--- config.mk ---
export PLATFORM = sky130hd
export DESIGN_NAME = i2c_eeprom_master_sequencer_flat
export DESIGN_NICKNAME = d
export VERILOG_FILES = /design/src/rtl/iems_pkg.sv /design/src/rtl/iems_if.sv /design/src/rtl/iems_in_stage.sv /design/src/rtl/iems_core.sv /design/src/rtl/iems_out_stage.sv /design/src/rtl/i2c_eeprom_master_sequencer.sv /design/src/flat_wrapper.sv
export SDC_FILE = /design/constraint.sdc
export NUM_CORES = 1
export LEC_CHECK = 0
export BUFFER_PORTS_ARGS = -buffer_cell sky130_fd_sc_hd__buf_2
export CELL_PAD_IN_SITES_DETAIL_PLACEMENT = 2
export CELL_PAD_IN_SITES_GLOBAL_PLACEMENT = 2
export CORE_MARGIN = 2
export CORE_UTILIZATION = 34
export CTS_CLUSTER_SIZE = 20
export DETAILED_ROUTE_END_ITERATION = 8
export HOLD_SLACK_MARGIN = 0.1
export PLACE_DENSITY = 0.8
export RECOVER_POWER = 50
export SLEW_MARGIN = 20
export SYNTH_ARGS = -nofsm -noshare
export SYNTH_HDL_FRONTEND = slang
export SYNTH_SLANG_ARGS = --single-unit
--- constraint.sdc ---
create_clock -name clk -period 2.35 [get_ports clk]
set_input_delay 0.3525 -clock clk [delete_from_list [all_inputs] [get_ports clk]]
set_output_delay 0.3525 -clock clk [all_outputs]
set_load 0.01 [all_outputs]
--- src/rtl/iems_pkg.sv ---
// Types, status codes and control-register masks for the I2C EEPROM sequencer.
package iems_pkg;

    // Request kinds and start operations
    localparam logic KIND_START  = 1'b0;
    localparam logic KIND_STATUS = 1'b1;

    localparam logic [1:0] OP_WRITE_BYTE  = 2'd0;
    localparam logic [1:0] OP_WRITE_BLOCK = 2'd1;
    localparam logic [1:0] OP_READ_BYTE   = 2'd2;
    localparam logic [1:0] OP_READ_BLOCK  = 2'd3;

    // Controller status codes
    localparam logic [7:0] ST_START_SENT   = 8'h08;
    localparam logic [7:0] ST_RESTART_SENT = 8'h10;
    localparam logic [7:0] ST_ADDR_W_ACK   = 8'h18;
    localparam logic [7:0] ST_ADDR_W_NACK  = 8'h20;
    localparam logic [7:0] ST_DATA_W_ACK   = 8'h28;
    localparam logic [7:0] ST_DATA_W_NACK  = 8'h30;
    localparam logic [7:0] ST_ARB_LOST     = 8'h38;
    localparam logic [7:0] ST_ADDR_R_ACK   = 8'h40;
    localparam logic [7:0] ST_ADDR_R_NACK  = 8'h48;
    localparam logic [7:0] ST_DATA_R_ACK   = 8'h50;
    localparam logic [7:0] ST_DATA_R_NACK  = 8'h58;

    // Control register bits
    localparam logic [7:0] CTL_AA  = 8'h04;
    localparam logic [7:0] CTL_SI  = 8'h08;
    localparam logic [7:0] CTL_STO = 8'h10;
    localparam logic [7:0] CTL_STA = 8'h20;
    localparam logic [7:0] CTL_EN  = 8'h40;

    localparam logic [7:0] RW_BIT  = 8'h01;

    // Outcomes and error codes
    localparam logic [1:0] OUTCOME_BUSY   = 2'd0;
    localparam logic [1:0] OUTCOME_DONE   = 2'd1;
    localparam logic [1:0] OUTCOME_FAILED = 2'd2;

    localparam logic [2:0] ERR_NONE        = 3'd0;
    localparam logic [2:0] ERR_ADDR_W_NACK = 3'd1;
    localparam logic [2:0] ERR_DATA_NACK   = 3'd2;
    localparam logic [2:0] ERR_ARB_LOST    = 3'd3;
    localparam logic [2:0] ERR_ADDR_R_NACK = 3'd4;

    typedef struct packed {
        logic        kind;
        logic [1:0]  op;
        logic [7:0]  device_address;
        logic [15:0] memory_address;
        logic [7:0]  byte_count;
        logic [7:0]  status_code;
        logic [7:0]  bus_rx_byte;
        logic [7:0]  tx_byte;
    } in_item_t;

    typedef struct packed {
        logic       dat_write;
        logic [7:0] dat_value;
        logic [7:0] set_mask;
        logic [7:0] clear_mask;
        logic       rx_valid;
        logic [7:0] rx_byte;
        logic       tx_taken;
        logic [1:0] finished;
        logic [2:0] error_code;
    } out_item_t;

    typedef struct packed {
        logic fill_repeat;
    } cfg_item_t;

endpackage

--- src/rtl/iems_if.sv ---
// Valid/ready channel interfaces for requests, results and configuration.
interface iems_in_if;
    logic               valid;
    logic               ready;
    iems_pkg::in_item_t payload;

    modport source (output valid, output payload, input ready);
    modport sink   (input valid, input payload, output ready);
endinterface

interface iems_out_if;
    logic                valid;
    logic                ready;
    iems_pkg::out_item_t payload;

    modport source (output valid, output payload, input ready);
    modport sink   (input valid, input payload, output ready);
endinterface

interface iems_cfg_if;
    logic                valid;
    logic                ready;
    iems_pkg::cfg_item_t payload;

    modport source (output valid, output payload, input ready);
    modport sink   (input valid, input payload, output ready);
endinterface

--- src/rtl/iems_in_stage.sv ---
// Input register: holds one request until the step logic takes it.
module iems_in_stage (
    input  logic               clk,
    input  logic               rst_n,
    input  logic               in_valid,
    input  iems_pkg::in_item_t in_item,
    output logic               in_ready,
    input  logic               advance,
    output logic               held_valid,
    output iems_pkg::in_item_t held_item
);

    logic               valid_reg;
    iems_pkg::in_item_t item_reg;

    assign in_ready   = !valid_reg || advance;
    assign held_valid = valid_reg;
    assign held_item  = item_reg;

    always_ff @(posedge clk or negedge rst_n)
    begin
        if (!rst_n)
        begin
            valid_reg <= 1'b0;
        end
        else if (in_ready)
        begin
            valid_reg <= in_valid;
        end
    end

    always_ff @(posedge clk)
    begin
        if (in_valid && in_ready)
        begin
            item_reg <= in_item;
        end
    end

endmodule

--- src/rtl/iems_core.sv ---
// Transaction state and the per-request step logic.
module iems_core (
    input  logic                clk,
    input  logic                rst_n,
    input  logic                advance,
    input  iems_pkg::in_item_t  item,
    input  logic                fill_repeat,
    output iems_pkg::out_item_t result
);

    typedef enum logic [1:0] {
        MODE_NONE,
        MODE_READ_SUB,
        MODE_WRITE_SUB
    } mode_t;

    mode_t       mode_reg, mode_next;
    logic        low_sent_reg, low_sent_next;
    logic [7:0]  slave_reg, slave_next;
    logic [15:0] offset_reg, offset_next;
    logic [7:0]  left_reg, left_next;
    logic [1:0]  outcome_reg, outcome_next;
    logic [2:0]  error_reg, error_next;

    always_comb
    begin
        mode_next     = mode_reg;
        low_sent_next = low_sent_reg;
        slave_next    = slave_reg;
        offset_next   = offset_reg;
        left_next     = left_reg;
        outcome_next  = outcome_reg;
        error_next    = error_reg;
        result        = '0;

        if (item.kind == iems_pkg::KIND_START)
        begin
            if (item.op == iems_pkg::OP_READ_BLOCK && item.byte_count == 8'd0)
            begin
                outcome_next = iems_pkg::OUTCOME_FAILED;
                error_next   = iems_pkg::ERR_NONE;
            end
            else
            begin
                slave_next  = (item.op == iems_pkg::OP_READ_BYTE ||
                               item.op == iems_pkg::OP_READ_BLOCK)
                              ? item.device_address + 8'd1 : item.device_address;
                offset_next = item.memory_address;
                left_next   = (item.op == iems_pkg::OP_WRITE_BLOCK ||
                               item.op == iems_pkg::OP_READ_BLOCK) ? item.byte_count : 8'd1;
                case (item.op)
                    iems_pkg::OP_READ_BLOCK:  mode_next = MODE_READ_SUB;
                    iems_pkg::OP_WRITE_BLOCK: mode_next = MODE_WRITE_SUB;
                    default:                  mode_next = MODE_NONE;
                endcase
                outcome_next      = iems_pkg::OUTCOME_BUSY;
                result.clear_mask = iems_pkg::CTL_STA | iems_pkg::CTL_SI | iems_pkg::CTL_AA;
                result.set_mask   = iems_pkg::CTL_EN | iems_pkg::CTL_STA;
            end
        end
        else
        begin
            case (item.status_code)
                iems_pkg::ST_START_SENT:
                begin
                    result.dat_write  = 1'b1;
                    result.dat_value  = (mode_reg == MODE_READ_SUB)
                                        ? (slave_reg & ~iems_pkg::RW_BIT) : slave_reg;
                    result.clear_mask = iems_pkg::CTL_STA | iems_pkg::CTL_SI;
                end
                iems_pkg::ST_RESTART_SENT:
                begin
                    result.dat_write  = 1'b1;
                    result.dat_value  = slave_reg;
                    result.clear_mask = iems_pkg::CTL_STA | iems_pkg::CTL_SI;
                end
                iems_pkg::ST_ADDR_W_ACK, iems_pkg::ST_DATA_W_ACK:
                begin
                    if (mode_reg == MODE_NONE)
                    begin
                        result.clear_mask = iems_pkg::CTL_STA | iems_pkg::CTL_SI;
                        if (left_reg != 8'd0)
                        begin
                            result.dat_write = 1'b1;
                            result.dat_value = item.tx_byte;
                            result.tx_taken  = !fill_repeat;
                            left_next        = left_reg - 8'd1;
                        end
                        else
                        begin
                            result.set_mask = iems_pkg::CTL_STO;
                            outcome_next    = iems_pkg::OUTCOME_DONE;
                        end
                    end
                    else if (item.status_code == iems_pkg::ST_ADDR_W_ACK)
                    begin
                        // Address acked: send the high offset byte first
                        if (mode_reg == MODE_READ_SUB || mode_reg == MODE_WRITE_SUB)
                        begin
                            result.dat_write  = 1'b1;
                            result.dat_value  = offset_reg[15:8];
                            result.clear_mask = iems_pkg::CTL_STA | iems_pkg::CTL_SI;
                        end
                    end
                    else if (mode_reg == MODE_READ_SUB)
                    begin
                        if (!low_sent_reg)
                        begin
                            result.dat_write  = 1'b1;
                            result.dat_value  = offset_reg[7:0];
                            result.clear_mask = iems_pkg::CTL_STA | iems_pkg::CTL_SI;
                            low_sent_next     = 1'b1;
                        end
                        else
                        begin
                            // Offset sent: issue the repeated start
                            result.set_mask   = iems_pkg::CTL_STA;
                            result.clear_mask = iems_pkg::CTL_SI;
                            low_sent_next     = 1'b0;
                            mode_next         = MODE_NONE;
                        end
                    end
                    else if (mode_reg == MODE_WRITE_SUB)
                    begin
                        result.dat_write  = 1'b1;
                        result.dat_value  = offset_reg[7:0];
                        result.clear_mask = iems_pkg::CTL_STA | iems_pkg::CTL_SI;
                        mode_next         = MODE_NONE;
                    end
                end
                iems_pkg::ST_ADDR_W_NACK:
                begin
                    error_next        = iems_pkg::ERR_ADDR_W_NACK;
                    result.clear_mask = iems_pkg::CTL_STA | iems_pkg::CTL_SI;
                    outcome_next      = iems_pkg::OUTCOME_FAILED;
                end
                iems_pkg::ST_DATA_W_NACK:
                begin
                    error_next        = iems_pkg::ERR_DATA_NACK;
                    result.clear_mask = iems_pkg::CTL_STA | iems_pkg::CTL_SI;
                    outcome_next      = iems_pkg::OUTCOME_FAILED;
                end
                iems_pkg::ST_ARB_LOST:
                begin
                    error_next        = iems_pkg::ERR_ARB_LOST;
                    result.clear_mask = iems_pkg::CTL_STA | iems_pkg::CTL_SI;
                    outcome_next      = iems_pkg::OUTCOME_FAILED;
                end
                iems_pkg::ST_ADDR_R_NACK:
                begin
                    error_next        = iems_pkg::ERR_ADDR_R_NACK;
                    result.clear_mask = iems_pkg::CTL_STA | iems_pkg::CTL_SI;
                    outcome_next      = iems_pkg::OUTCOME_FAILED;
                end
                iems_pkg::ST_ADDR_R_ACK, iems_pkg::ST_DATA_R_ACK:
                begin
                    if (item.status_code == iems_pkg::ST_DATA_R_ACK)
                    begin
                        result.rx_valid = 1'b1;
                        result.rx_byte  = item.bus_rx_byte;
                        left_next       = left_reg - 8'd1;
                    end
                    // Drop the acknowledge ahead of the last byte
                    if (left_next == 8'd1)
                    begin
                        result.clear_mask = iems_pkg::CTL_STA | iems_pkg::CTL_SI |
                                            iems_pkg::CTL_AA;
                    end
                    else
                    begin
                        result.set_mask   = iems_pkg::CTL_AA;
                        result.clear_mask = iems_pkg::CTL_STA | iems_pkg::CTL_SI;
                    end
                end
                iems_pkg::ST_DATA_R_NACK:
                begin
                    result.rx_valid   = 1'b1;
                    result.rx_byte    = item.bus_rx_byte;
                    result.set_mask   = iems_pkg::CTL_STO;
                    result.clear_mask = iems_pkg::CTL_STA | iems_pkg::CTL_SI;
                    outcome_next      = iems_pkg::OUTCOME_DONE;
                end
                default:
                begin
                    result.clear_mask = iems_pkg::CTL_STA | iems_pkg::CTL_SI;
                end
            endcase
        end

        result.finished   = outcome_next;
        result.error_code = (outcome_next == iems_pkg::OUTCOME_FAILED)
                            ? error_next : iems_pkg::ERR_NONE;
    end

    always_ff @(posedge clk or negedge rst_n)
    begin
        if (!rst_n)
        begin
            mode_reg     <= MODE_NONE;
            low_sent_reg <= 1'b0;
            slave_reg    <= 8'd0;
            offset_reg   <= 16'd0;
            left_reg     <= 8'd0;
            outcome_reg  <= iems_pkg::OUTCOME_BUSY;
            error_reg    <= iems_pkg::ERR_NONE;
        end
        else if (advance)
        begin
            mode_reg     <= mode_next;
            low_sent_reg <= low_sent_next;
            slave_reg    <= slave_next;
            offset_reg   <= offset_next;
            left_reg     <= left_next;
            outcome_reg  <= outcome_next;
            error_reg    <= error_next;
        end
    end

endmodule

--- src/rtl/iems_out_stage.sv ---
// Result register: holds one result until the consumer takes it.
module iems_out_stage (
    input  logic                clk,
    input  logic                rst_n,
    input  logic                load,
    input  iems_pkg::out_item_t load_item,
    output logic                can_load,
    output logic                out_valid,
    output iems_pkg::out_item_t out_item,
    input  logic                out_ready
);

    logic                valid_reg;
    iems_pkg::out_item_t item_reg;

    assign can_load  = !valid_reg || out_ready;
    assign out_valid = valid_reg;
    assign out_item  = item_reg;

    always_ff @(posedge clk or negedge rst_n)
    begin
        if (!rst_n)
        begin
            valid_reg <= 1'b0;
        end
        else if (can_load)
        begin
            valid_reg <= load;
        end
    end

    always_ff @(posedge clk)
    begin
        if (load)
        begin
            item_reg <= load_item;
        end
    end

endmodule

--- src/rtl/i2c_eeprom_master_sequencer.sv ---
// Top level of the I2C EEPROM master sequencer.
//
//   channel  role    payload       moves
//   item     sink    in_item_t     start or status request
//   result   source  out_item_t    controller actions and outcome
//   cfg      sink    cfg_item_t    fill_repeat register write
//
// One request per cycle sustained while results are taken; a result is offered once its
// request has passed the input register and the step logic into the result register.
// Transaction state updates in the same cycle the result register loads.
// Reset clears valid flags and transaction state, outcome reads busy; cfg is always ready.
// A stalled result holds the step logic; the input register takes a request only if empty.
module i2c_eeprom_master_sequencer (
    input  logic       clk,
    input  logic       rst_n,
    iems_in_if.sink    item,
    iems_out_if.source result,
    iems_cfg_if.sink   cfg
);

    logic                held_valid;
    iems_pkg::in_item_t  held_item;
    iems_pkg::out_item_t step_result;
    logic                can_load;
    logic                advance;
    logic                fill_repeat_reg;

    assign advance   = held_valid && can_load;
    assign cfg.ready = 1'b1;

    always_ff @(posedge clk or negedge rst_n)
    begin
        if (!rst_n)
        begin
            fill_repeat_reg <= 1'b0;
        end
        else if (cfg.valid)
        begin
            fill_repeat_reg <= cfg.payload.fill_repeat;
        end
    end

    iems_in_stage u_in_stage (
        .clk        (clk),
        .rst_n      (rst_n),
        .in_valid   (item.valid),
        .in_item    (item.payload),
        .in_ready   (item.ready),
        .advance    (advance),
        .held_valid (held_valid),
        .held_item  (held_item)
    );

    iems_core u_core (
        .clk         (clk),
        .rst_n       (rst_n),
        .advance     (advance),
        .item        (held_item),
        .fill_repeat (fill_repeat_reg),
        .result      (step_result)
    );

    iems_out_stage u_out_stage (
        .clk       (clk),
        .rst_n     (rst_n),
        .load      (advance),
        .load_item (step_result),
        .can_load  (can_load),
        .out_valid (result.valid),
        .out_item  (result.payload),
        .out_ready (result.ready)
    );

endmodule

--- src/flat_wrapper.sv ---
// flat-port wrapper written by rule: the top's interface ports become plain ports
module i2c_eeprom_master_sequencer_flat 
  (clk, rst_n, item_valid, item_payload, item_ready, result_valid, result_payload, result_ready, cfg_valid, cfg_payload, cfg_ready);
  iems_in_if item_i ();
  iems_out_if result_i ();
  iems_cfg_if cfg_i ();
  input  logic clk;
  input  logic rst_n;
  input wire logic [$bits(item_i.valid)-1:0] item_valid;
  input wire logic [$bits(item_i.payload)-1:0] item_payload;
  output wire logic [$bits(item_i.ready)-1:0] item_ready;
  output wire logic [$bits(result_i.valid)-1:0] result_valid;
  output wire logic [$bits(result_i.payload)-1:0] result_payload;
  input wire logic [$bits(result_i.ready)-1:0] result_ready;
  input wire logic [$bits(cfg_i.valid)-1:0] cfg_valid;
  input wire logic [$bits(cfg_i.payload)-1:0] cfg_payload;
  output wire logic [$bits(cfg_i.ready)-1:0] cfg_ready;
  assign item_i.valid = item_valid;
  assign item_i.payload = item_payload;
  assign item_ready = item_i.ready;
  assign result_valid = result_i.valid;
  assign result_payload = result_i.payload;
  assign result_i.ready = result_ready;
  assign cfg_i.valid = cfg_valid;
  assign cfg_i.payload = cfg_payload;
  assign cfg_ready = cfg_i.ready;
  i2c_eeprom_master_sequencer u_core (.clk(clk), .rst_n(rst_n), .item(item_i), .result(result_i), .cfg(cfg_i));
endmodule
# Word level (Yosys, flattened, before mapping)
# Index checks and enable logic that the tools add are counted.
[op_classes]
n_addsub = 2
n_eq_ne = 27
n_mux = 54
bitwise = 4
n_reduce_logical = 22
[op_table]
columns = ["operator", "count"]
rows = [
  ["$mux W8", 11],
  ["$mux W9", 7],
  ["$mux W6", 6],
  ["$eq A8 B6 Y1 const B", 4],
  ["$eq A8 B7 Y1 const B", 4],
  ["$pmux W8 S2", 2],
  ["$pmux W9 S3", 1],
  ["$mux W25", 1],
  ["$mux W2", 12],
  ["$pmux W8 S3", 1],
  ["$pmux W9 S2", 1],
  ["$eq A8 B5 Y1 const B", 2],
  ["$mux W16", 1],
  ["$mux W15", 1],
  ["$ne A3 B3 Y1 const B", 5],
  ["$mux W3", 4],
  ["$pmux W3 S4", 1],
  ["$add A8 B1 Y8 const B", 1],
  ["$eq A2 B2 Y1 const B", 4],
  ["$eq A8 B1 Y1 const B", 1],
  ["$eq A8 B4 Y1 const B", 1],
  ["$logic_not A8 Y1", 1],
  ["$reduce_bool A8 Y1", 1],
  ["$sub A8 B1 Y8 const B", 1],
  ["19 further kinds", 35],
]
[totals]
register_bits = 142
inputBits = 65
out_inout_bits = 43
wordCells = 136

# Longest topological paths before layout
# Gate-level depths: netlist of the first run.
[depth]
ltp_word = 8
mapped_depth = 10

# Hierarchy
# Synthesis of the first run repeated with hierarchy kept, for this count alone.
[unflattened]
cells_unflattened = 457
area_unflattened_um2 = 6155.9
[modules_own_cells]
columns = ["mod", "n_inst", "cells_per_inst", "area_per_inst_um2"]
rows = [
  ["iems_core", 1, 346, 3024.2],
  ["iems_in_stage", 1, 63, 1825.5],
  ["iems_out_stage", 1, 43, 1248.7],
  ["i2c_eeprom_master_sequencer", 1, 5, 57.6],
]

# Least setup slack after synthesis of the first run
# OpenSTA, ideal clock, no wires.
[synth_path]
path_kind = "register to register"
start = "register u_core.u_core.left_reg[0]"
end = "register u_core.u_out_stage.item_reg (netlist bit u_core.u_out_stage.out_item[0]), data pin"
arrival_ps = 2284
required_ps = 2085
setup_slack_ps = -199
stages_incl_launch_ff = 9
n_path_buf = 1
path_cell_list = "dfrtp_1 > clkbuf_1 > inv_1 > ha_1 > or4b_4 > nor4b_1 > o211ai_1 > a21oi_1 > nor4_1"
[synth_via]
elab_chain_len = 6
[synth_lines]
columns = ["item", "line_no", "source"]
rows = [
  ["start: declaration", "iems_core.sv:21", "logic [7:0] left_reg, left_next;"],
  ["start signal: assignment", "iems_core.sv:213", "left_reg <= left_next;"],
  ["$reduce_bool A8 Y1", "iems_core.sv:82", "if (left_reg != 8'd0)"],
  ["$mux W2", "iems_core.sv:82", ""],
  ["$mux W2", "iems_core.sv:79", "if (mode_reg == MODE_NONE)"],
  ["$pmux W2 S3", "iems_core.sv:63", "case (item.status_code)"],
  ["$mux W2", "iems_core.sv:36", "if (item.kind == iems_pkg::KIND_START)"],
  ["$eq A2 B2 Y1", "iems_core.sv:191", "result.error_code = (outcome_next == iems_pkg::OUTCOME_FAILED)"],
  ["end signal: assignment", "iems_out_stage.sv:36", "item_reg <= load_item;"],
  ["end: declaration", "iems_out_stage.sv:14", "iems_pkg::out_item_t item_reg;"],
]
# Every way passes these cells.
# A chain may end at the register's enable or synchronous reset.

# Worst setup path after layout of the first run
[layout_path]
start = "register u_core.u_in_stage.item_reg (netlist bit u_core.u_in_stage.held_item[24])"
end = "register u_core.u_core.mode_reg[1]"
[layout_via]
elab_chain_len = 4
[layout_lines]
columns = ["item", "line_no", "source"]
rows = [
  ["start: declaration", "iems_in_stage.sv:14", "iems_pkg::in_item_t item_reg;"],
  ["start signal: assignment", "iems_in_stage.sv:36", "item_reg <= in_item;"],
  ["$logic_not A8 Y1", "iems_core.sv:38", "if (item.op == iems_pkg::OP_READ_BLOCK && item.byte_count == 8'd0)"],
  ["$logic_and A1 B1 Y1", "iems_core.sv:38", ""],
  ["$ne A2 B1 Y1 (no source line)", "-", ""],
  ["$reduce_and A7 Y1 (no source line)", "-", ""],
  ["end signal: assignment", "iems_core.sv:209", "mode_reg <= mode_next;"],
  ["end: declaration", "iems_core.sv:17", "mode_t mode_reg, mode_next;"],
]
# Every way passes these cells.

==> results of run 1 <==
path summary, 6_finish.rpt:
kind	from	endpoint	slack (ps)	cells after the start
max in group asynchronous	rst_n	u_core.u_core.outcome_reg[0]	770	3
worst max-delay path	u_core.u_in_stage.held_item[24]	u_core.u_core.mode_reg[1]	20	5
worst min-delay path	item_payload[24]	u_core.u_in_stage.held_item[24]	110	1
worst max register to register	u_core.u_in_stage.held_item[24]	u_core.u_core.mode_reg[1]	20	5
worst min register to register	u_core.u_in_stage.held_item[47]	u_core.u_core.offset_reg[15]	480	1
min in group asynchronous	rst_n	u_core.u_core.slave_reg[2]	810	3
stage by stage:
step	power (W)	cell area [µm²]	hold slack [ps]	setup TNS (ps)	worst slack (ps)
after global placement	0.00442	7030	354	0	35.7
after floorplan	0.00388	5980	56.9	0	30.2
after global routing	0.00780	8270	101	-211	-58.3
final	0.00749	8270	107	0	18.0
after CTS	0.00740	8180	101	0	18.7
after detailed placement	0.00452	7030	361	-1410	-179
power by group:
group,total [W],switching [W],leakage [nW],internal (W)
combinational,0.00171,0.000941,1.50,0.000768
sequential,0.00301,0.000209,1.38,0.00280
clock,0.00277,0.00108,0.293,0.00168
logic make-up after synthesis:
| logic type | count (synthesis) | share of synthesized area (%) |
|---|---|---|
| compound gates | 98 | 11.6 |
| flops | 133 | 63.8 |
| other cells | 2 | 0.127 |
| fa+ha+maj | 6 | 1.27 |
| xor+xnor | 12 | 1.77 |
| mux | 23 | 4.33 |
| simple gates | 141 | 13.5 |
| buf+inv | 41 | 3.57 |
what timing repair did:
item	4_1_cts	5_1_grt
hold endpoints to repair	91	2
resized for setup	8	20
endpoints found under the setup margin	16	16
hold buffers	49	2
pin swaps	3	6
buffers inserted	3	4
Yosys cell counts, types with 6 or more instances:
master / instances / area share (%)
nor3_1: 6 / 0.51
nand2_1: 27 / 1.7
clkbuf_1: 13 / 0.82
and2_1: 11 / 1.2
a31oi_1: 8 / 0.84
edfxtp_1: 90 / 46
nand3_1: 10 / 0.84
inv_1: 11 / 0.70
a21oi_1: 19 / 1.6
buf_4: 10 / 1.3
mux2_2: 21 / 4.0
xnor2_1: 7 / 1.0
o21ai_0: 24 / 2.0
a222oi_1: 7 / 1.2
ha_1: 6 / 1.3
nor2_1: 29 / 1.8
dfrtp_1: 43 / 18
nor4_1: 8 / 0.84
o31ai_1: 11 / 1.4
area by class of cell:
type,count,area (µm²)
clock buffer,18,429
clock inverter,14,175
fill,1733,8910
inverter,12,46.3
multi-input combinational,290,2130
sequential,133,3780
tap,225,282
timing repair buffer,206,1430
worst max-delay path, stage by stage (launching register included):
cell and delay [ps]:
edfxtp_1 410, or4_1 600, or4_4 560, nand2_2 140, or2_2 170, mux2_2 340
per-layer routing:
metal / vias up / routed length [µm] / GRT usage [%] / share of wire [%]
li1: 2122 / - / - / -
met1: 2404 / 7850 / 25.8 / 39
met2: 133 / 10900 / 40.5 / 54
met3: 48 / 838 / 4.47 / 4.1
met4: 0 / 631 / 10.2 / 3.1
met5: - / 0 / 0 / 0
==> impl_metrics.toml, run 1 <==
[clocking]
clock-root-buffer = "clkbuf_16"
clock_latency_ps = 430
cts_tree = "built"
numCtsBuffers = 17
cts_max_path_buffers = 2
htreeDepth = 4
cts.sinks = 133
clk_pin_slew_ps = 60

[global_routing]
grt_max_degree = 44
grt_pass1_vias = 5341
grt_antenna_before_repair = 0
grt_pass1_wl_mm = 30.7
overflow = 0
track_usage_pct = 22.5

[timing]
period_share_pct = 99.2
period_minus_slack_ps = 2330
rsz0062_at_grt = "true"
relSlewSlack_pct = 17.3
finalHoldViolCount = 0
drv_slew = 0
worstMarginPinSlew_ps = 1240
setup_violations = 0
fin_worst_skew_ps = 8.78
max_freq_mhz = 429

[route]
vias = 4707
drt_iter0_drc = 181
ant_nets = 0
post_drt_wl_per_cell_um = 22.5
wirelength_mm = 20.2
drcViolationCount = 0
first_pass_iters = 6
vias_per_cell = 5.24

[floorplan]
rows = 48
dieArea_um2 = 18500
die_h_um = 136
start_util_pct = 34.5
io_pins = 108
die_w_um = 136
coreArea_um2 = 17200

[synthesis]
seq_area_frac_synth_pct = 63.8
synth_warnings = 0
avgSynthCellArea_um2 = 13.0
synthFlopType = "edfxtp_1"
synth.ff_latch_count = 133
synth-edff-count = 90
synth_area_um2 = 5920
syn_inst = 456
async_flop_share_pct = 32.3
synth_cell_types = 70

[critical_path]
critPathCaptureType = "flip-flop"
worst_setup_path_start_kind = "flip-flop"
cp_max_fo = 4
cp.arrival_ps = 2640
worstSetupPathType = "flip-flop to flip-flop"
required_ps = 2660

[placement]
placedCellCount = 808
gp_congestion = 0.806
portBuffers = 97
dp_hpwl_mm = 12.7

[final_layout]
fin_nets = 731
layout_common_cells = "edfxtp_1 (90), buf_2 (60), buf_4 (52)"
utilization_pct = 48.1
largest_reg_flops = 59
num_antenna_cells = 0
final_common_cell = "edfxtp_1"
final_cells = 898
areaGrowthSynthToFinish_pct = 39.6
drive_gt1_share_pct = 31.4

[power]
p_leak_nw = 3.17
irDropWorstVdd_mv = 0.537
power_density_nw_per_um2 = 906

[run_status]
status = "completed"

[run]
cap_violations = 0

[min_path]
worst_hold_path_type = "primary input to flip-flop"
No activity file was read; power rests on OpenSTA's default activity.
==> run 2: changes to the inputs <==
--- a/config.mk
+++ b/config.mk
@@ -5,16 +5,15 @@
 export SDC_FILE = /design/constraint.sdc
 export NUM_CORES = 1
 export LEC_CHECK = 0
-export BUFFER_PORTS_ARGS = -buffer_cell sky130_fd_sc_hd__buf_2
 export CELL_PAD_IN_SITES_DETAIL_PLACEMENT = 2
 export CELL_PAD_IN_SITES_GLOBAL_PLACEMENT = 2
 export CORE_MARGIN = 2
-export CORE_UTILIZATION = 34
+export CORE_UTILIZATION = 38
 export CTS_CLUSTER_SIZE = 20
 export DETAILED_ROUTE_END_ITERATION = 8
+export DONT_BUFFER_PORTS = 1
 export HOLD_SLACK_MARGIN = 0.1
-export PLACE_DENSITY = 0.8
-export RECOVER_POWER = 50
+export PLACE_DENSITY = 0.78
 export SLEW_MARGIN = 20
 export SYNTH_ARGS = -nofsm -noshare
 export SYNTH_HDL_FRONTEND = slang
==> run 2 against run 1 <==
Effect of this change: clock-buffer cell count is 3 higher; design area is 5.2% lower; sequential cell count stayed put; die area is 10% lower; clock skew is 3.3 ps higher; non-clock buffer count is 84 lower; first-iteration DRC count is 79% higher; worst setup slack better by 13 ps; total power is 3.2% lower; combinational power is 5% lower; worst hold slack better by 65 ps; via count is 6.0% lower; highest routed layer unchanged.
==> impl_metrics.toml, run 2 (synthesized netlist as in run 1, its figures left out) <==
[final_layout]
multi_input_area_um2 = 2100
final_area_um2 = 7840
final_common_cell = "edfxtp_1"
fin_nets = 647
num_antenna_cells = 0
register_area_um2 = 3780
utilization_pct = 51.6
areaGrowthSynthToFinish_pct = 32.3
fillers = 1411
final_cells = 777
drive_gt1_share_pct = 25.3
largest_reg_flops = 59
layout_common_cells = "edfxtp_1 (90), dlygate4sd3_1 (63), buf_4 (55)"

[min_path]
min_path_cells = 2
hp-start = "result_ready"
worstHoldEndpoint = "u_core.u_out_stage.out_valid"
worst_hold_path_type = "primary input to flip-flop"

[global_routing]
grt_max_degree = 44
track_usage_pct = 24.8
grt_pass1_wl_mm = 29.9
overflow = 0
grt_pass1_vias = 4974
grt_antenna_before_repair = 0

[placement]
gp_congestion = 0.865
placedCellCount = 671
portBuffers = 0
dp_hpwl_mm = 11.7
post_dp_cell_area_um2 = 6440

[route]
drcViolationCount = 0
vias_per_cell = 5.69
vias = 4424
wirelength_mm = 20.2
drt_iter0_drc = 324
first_pass_iters = 6
ant_nets = 0
post_drt_wl_per_cell_um = 26.0

[run]
cap_violations = 0

[clocking]
clk_pin_slew_ps = 60
cts_tree = "built"
clock-root-buffer = "clkbuf_16"
clock_latency_ps = 430
cts_max_path_buffers = 2
htreeDepth = 4
numCtsBuffers = 17
cts.sinks = 133

[critical_path]
r2r_cells = 5
reg2reg_to = "u_core.u_core.mode_reg[1]"
critPathCaptureType = "flip-flop"
rrSetupSlack_ps = 30
cp.arrival_ps = 2620
critical_path.most_common_cell = "or4_4"
worst_setup_path_start_kind = "flip-flop"
required_ps = 2650
cp_max_fo = 4
critPathBufInv = 0
crit_path_max_incr_delay_ps = 580
worstPathCellList = "or4_4 > or4_4 > nand2_4 > or2_2 > mux2_2"
worstSetupPathType = "flip-flop to flip-flop"
worstReg2RegStart = "u_core.u_in_stage.held_item[24]"
cpMaxStageDelayCell = "or4_4"
cpLargestDelayFamily = "simple AND/OR/NAND/NOR gates"

[floorplan]
coreArea_um2 = 15200
start_util_pct = 39.0
die_h_um = 129
io_pins = 108
rows = 45
die_w_um = 129
dieArea_um2 = 16600

[power]
p_leak_nw = 2.92
irDropWorstVdd_mv = 0.621
p_total_w = 0.00725
power_density_nw_per_um2 = 925

[timing]
drv_slew = 0
setup_violations = 0
rsz0062_at_grt = "true"
period_share_pct = 98.7
fin_worst_skew_ps = 12.1
period_minus_slack_ps = 2320
max_freq_mhz = 431
finalHoldViolCount = 0
worstMarginPinSlew_ps = 562
relSlewSlack_pct = 62.5
whs_ps = 172

[run_status]
status = "completed"
==> run 2: worst max path at each step <==
stage | startpoint | to | slack [ps] | cells past startpoint
2_1_floorplan | u_core.u_core.left_reg[0] | u_core.u_core.left_reg[7] | 30 | 10
3_3_place_gp | u_core.u_core.mode_reg[1] | u_core.u_out_stage.out_item[33] | 0.1 | 7
3_5_place_dp | u_core.u_core.mode_reg[1] | u_core.u_out_stage.out_item[38] | -300 | 7
4_1_cts | u_core.u_in_stage.held_item[16] | u_core.u_out_stage.out_item[17] | 20 | 6
5_1_grt | u_core.u_in_stage.held_item[16] | u_core.u_core.left_reg[2] | -110 | 7
6_report | u_core.u_in_stage.held_item[24] | u_core.u_core.mode_reg[1] | 30 | 5
==> run 2: final cells by class <==
type	instances	area share (%)
flip-flops and latches	133	48.2
well taps	188	3.00
clock buffers	21	5.75
clock inverters	11	1.31
repair buffers	122	14.3
inverters	12	0.591
multi-input cells	290	26.8
==> run 2: timing repair <==
action	CTS	global route
buffers inserted	1	9
hold buffers	64	0
gates resized for setup	7	18
endpoints found under the setup margin	11	43
endpoints found under the hold margin	104	0
pin swaps	3	5
==> run 2: metrics by stage <==
step	worst slack [ps]	setup TNS, ps
floorplan	30.2	0
global placement	0.0986	0
detailed placement	-297	-1670
CTS	17.2	0
global route	-112	-381
finish	31.2	0
==> run 2: where the power goes <==
part | internal, W | switching [W] | total [W]
clock | 0.00149 | 0.00108 | 0.00257
sequential | 0.00281 | 0.000249 | 0.00305
combinational | 0.000713 | 0.000917 | 0.00163
total | 0.00500 | 0.00225 | 0.00725
==> run 2: routing by layer <==
| metal | routed length, µm | track usage [%] |
|---|---|---|
| met2 | 10900 | 44.5 |
| met5 | 0 | 0 |
| met1 | 7920 | 28.8 |
| met4 | 546 | 10.3 |
| met3 | 835 | 5.11 |
==> run 3: changes to the inputs <==
--- a/config.mk
+++ b/config.mk
@@ -14,6 +14,7 @@
 export DONT_BUFFER_PORTS = 1
 export HOLD_SLACK_MARGIN = 0.1
 export PLACE_DENSITY = 0.78
+export SETUP_SLACK_MARGIN = 0.4
 export SLEW_MARGIN = 20
 export SYNTH_ARGS = -nofsm -noshare
 export SYNTH_HDL_FRONTEND = slang
==> run 3 against run 2 <==
Effect of this change: the flow now finishes with violations (setup timing); clock-buffer cell count shrank 1; fmax fell by 9.1%; core utilization is 8.1 points higher; register-to-register slack worse by 230 ps; die area stayed put; global-route usage is 4.2 points higher; sequential cell count unchanged; final cell count rose by 5.3%; clock skew is 18 ps higher; worst setup slack worse by 230 ps; clock power increased by 12%; routed wire length rose by 35%; largest cell class unchanged; highest routed layer unchanged.
==> impl_metrics.toml, run 3 (synthesized netlist as in run 1, its figures left out) <==
[run_status]
status = "finished, violations left"
violations = "setup timing"

[floorplan]
dieArea_um2 = 16600
rows = 45
die_h_um = 129
die_w_um = 129
start_util_pct = 39.0
io_pins = 108
coreArea_um2 = 15200

[critical_path]
reg2reg_to = "u_core.u_out_stage.out_item[2]"
required_ps = 2510
cpLargestDelayFamily = "simple AND/OR/NAND/NOR gates"
worst_setup_path_start_kind = "flip-flop"
worstReg2RegStart = "u_core.u_core.left_reg[0]"
cp_max_fo = 5
rrSetupSlack_ps = -200
cpMaxStageDelayCell = "or4b_4"
critPathCaptureType = "flip-flop"
worstSetupPathType = "flip-flop to flip-flop"
worstPathCellList = "inv_4 > ha_4 > or4b_4 > nor4b_4 > buf_4 > a21oi_4 > o21ai_4 > nor4_1"
critPathBufInv = 2
cp.arrival_ps = 2720
r2r_cells = 8
crit_path_max_incr_delay_ps = 530

[final_layout]
final_common_cell = "edfxtp_1"
final_area_um2 = 9080
largest_reg_flops = 59
num_antenna_cells = 0
areaGrowthSynthToFinish_pct = 53.2
layout_common_cells = "edfxtp_1 (90), buf_4 (65), dlygate4sd3_1 (63)"
drive_gt1_share_pct = 41.3
fillers = 1278
fin_nets = 688

[global_routing]
grt_pass1_vias = 5364
grt_max_degree = 44
track_usage_pct = 28.9
overflow = 0
grt_antenna_before_repair = 0
grt_pass1_wl_mm = 34.1

[placement]
portBuffers = 0
dp_hpwl_mm = 11.9
gp_congestion = 0.886
post_dp_cell_area_um2 = 6500
pre_cts_ws_ps = -224

[route]
vias_per_cell = 6.07
drcViolationCount = 0
ant_nets = 0
wirelength_mm = 27.4
vias = 4965
drt_iter0_drc = 351
post_drt_wl_per_cell_um = 33.5
first_pass_iters = 7

[run]
cap_violations = 0

[power]
power_density_nw_per_um2 = 926
p_total_w = 0.00841
p_leak_nw = 3.45
irDropWorstVdd_mv = 0.668

[clocking]
cts_max_path_buffers = 2
clock_latency_ps = 450
cts_tree = "built"
cts.sinks = 133
clk_pin_slew_ps = 70
numCtsBuffers = 17
htreeDepth = 4
clock-root-buffer = "clkbuf_16"

[timing]
period_minus_slack_ps = 2550
rsz0062_at_grt = "true"
relSlewSlack_pct = 57.1
setup_tns_ps = -2140
whs_ps = 190
finalHoldViolCount = 0
drv_slew = 0
max_freq_mhz = 392
worstMarginPinSlew_ps = 642
setup_violations = 20
fin_worst_skew_ps = 30.4
period_share_pct = 109
setup_ws_ps = -202

[min_path]
hp-start = "result_ready"
worstHoldEndpoint = "u_core.u_out_stage.out_valid"
min_path_cells = 2
worst_hold_path_type = "primary input to flip-flop"
## run 3: worst max-delay path by stage
stage	startpoint	endpoint	slack, ps	cells past startpoint
after floorplan	u_core.u_core.left_reg[0]	u_core.u_core.left_reg[7]	50	10
after global placement	u_core.u_core.mode_reg[1]	u_core.u_out_stage.out_item[32]	20	7
after detailed placement	u_core.u_core.mode_reg[1]	u_core.u_out_stage.out_item[38]	-220	7
after CTS	u_core.u_core.left_reg[0]	u_core.u_out_stage.out_item[33]	90	7
after global routing	u_core.u_in_stage.held_item[16]	u_core.u_out_stage.out_item[2]	-240	5
final	u_core.u_core.left_reg[0]	u_core.u_out_stage.out_item[2]	-200	8
## run 3: through the flow
stage	utilization, %	cells
floorplan	-	464
global placement	42.8	672
detailed placement	42.8	672
CTS	56.0	797
global route	59.7	818
finish	59.7	818
## run 3: cell type report
type,instances,area (µm²),area share [%]
Multi-Input combinational cell,291,2780,30.6
Inverter,12,57.6,0.634
Clock inverter,12,143,1.57
Clock buffer,20,468,5.16
Timing Repair Buffer,162,1620,17.8
Tap cell,188,235,2.59
Sequential cell,133,3780,41.6
## run 3: power by group
| group | leakage, nW | internal, W | switching, W | total [W] |
|---|---|---|---|---|
| Clock | 0.302 | 0.00168 | 0.00121 | 0.00288 |
| Sequential | 1.38 | 0.00280 | 0.000278 | 0.00308 |
| Combinational | 1.77 | 0.00106 | 0.00138 | 0.00244 |
## run 3: worst register-to-register path, stage by stage, from the launching register on
cell	delay (ps)
dfrtp_1	430
inv_4	110
ha_4	130
or4b_4	530
nor4b_4	390
buf_4	220
a21oi_4	60
o21ai_4	260
nor4_1	130
## run 3: what timing repair did
item,in CTS,in global routing
hold buffers,64,0
setup endpoints to repair,70,90
resized for setup,112,87
setup buffers,25,20
hold endpoints to repair,104,0
pin swaps,33,22
gates cloned,4,1
## run 3: metal layers
layer | vias to the layer above | share of wire, % | track usage, %
met5 | - | 0 | 0
met4 | 0 | 5.8 | 15.3
met3 | 98 | 5.6 | 8.02
met2 | 250 | 52 | 50.6
met1 | 2572 | 37 | 32.1
li1 | 2045 | - | -
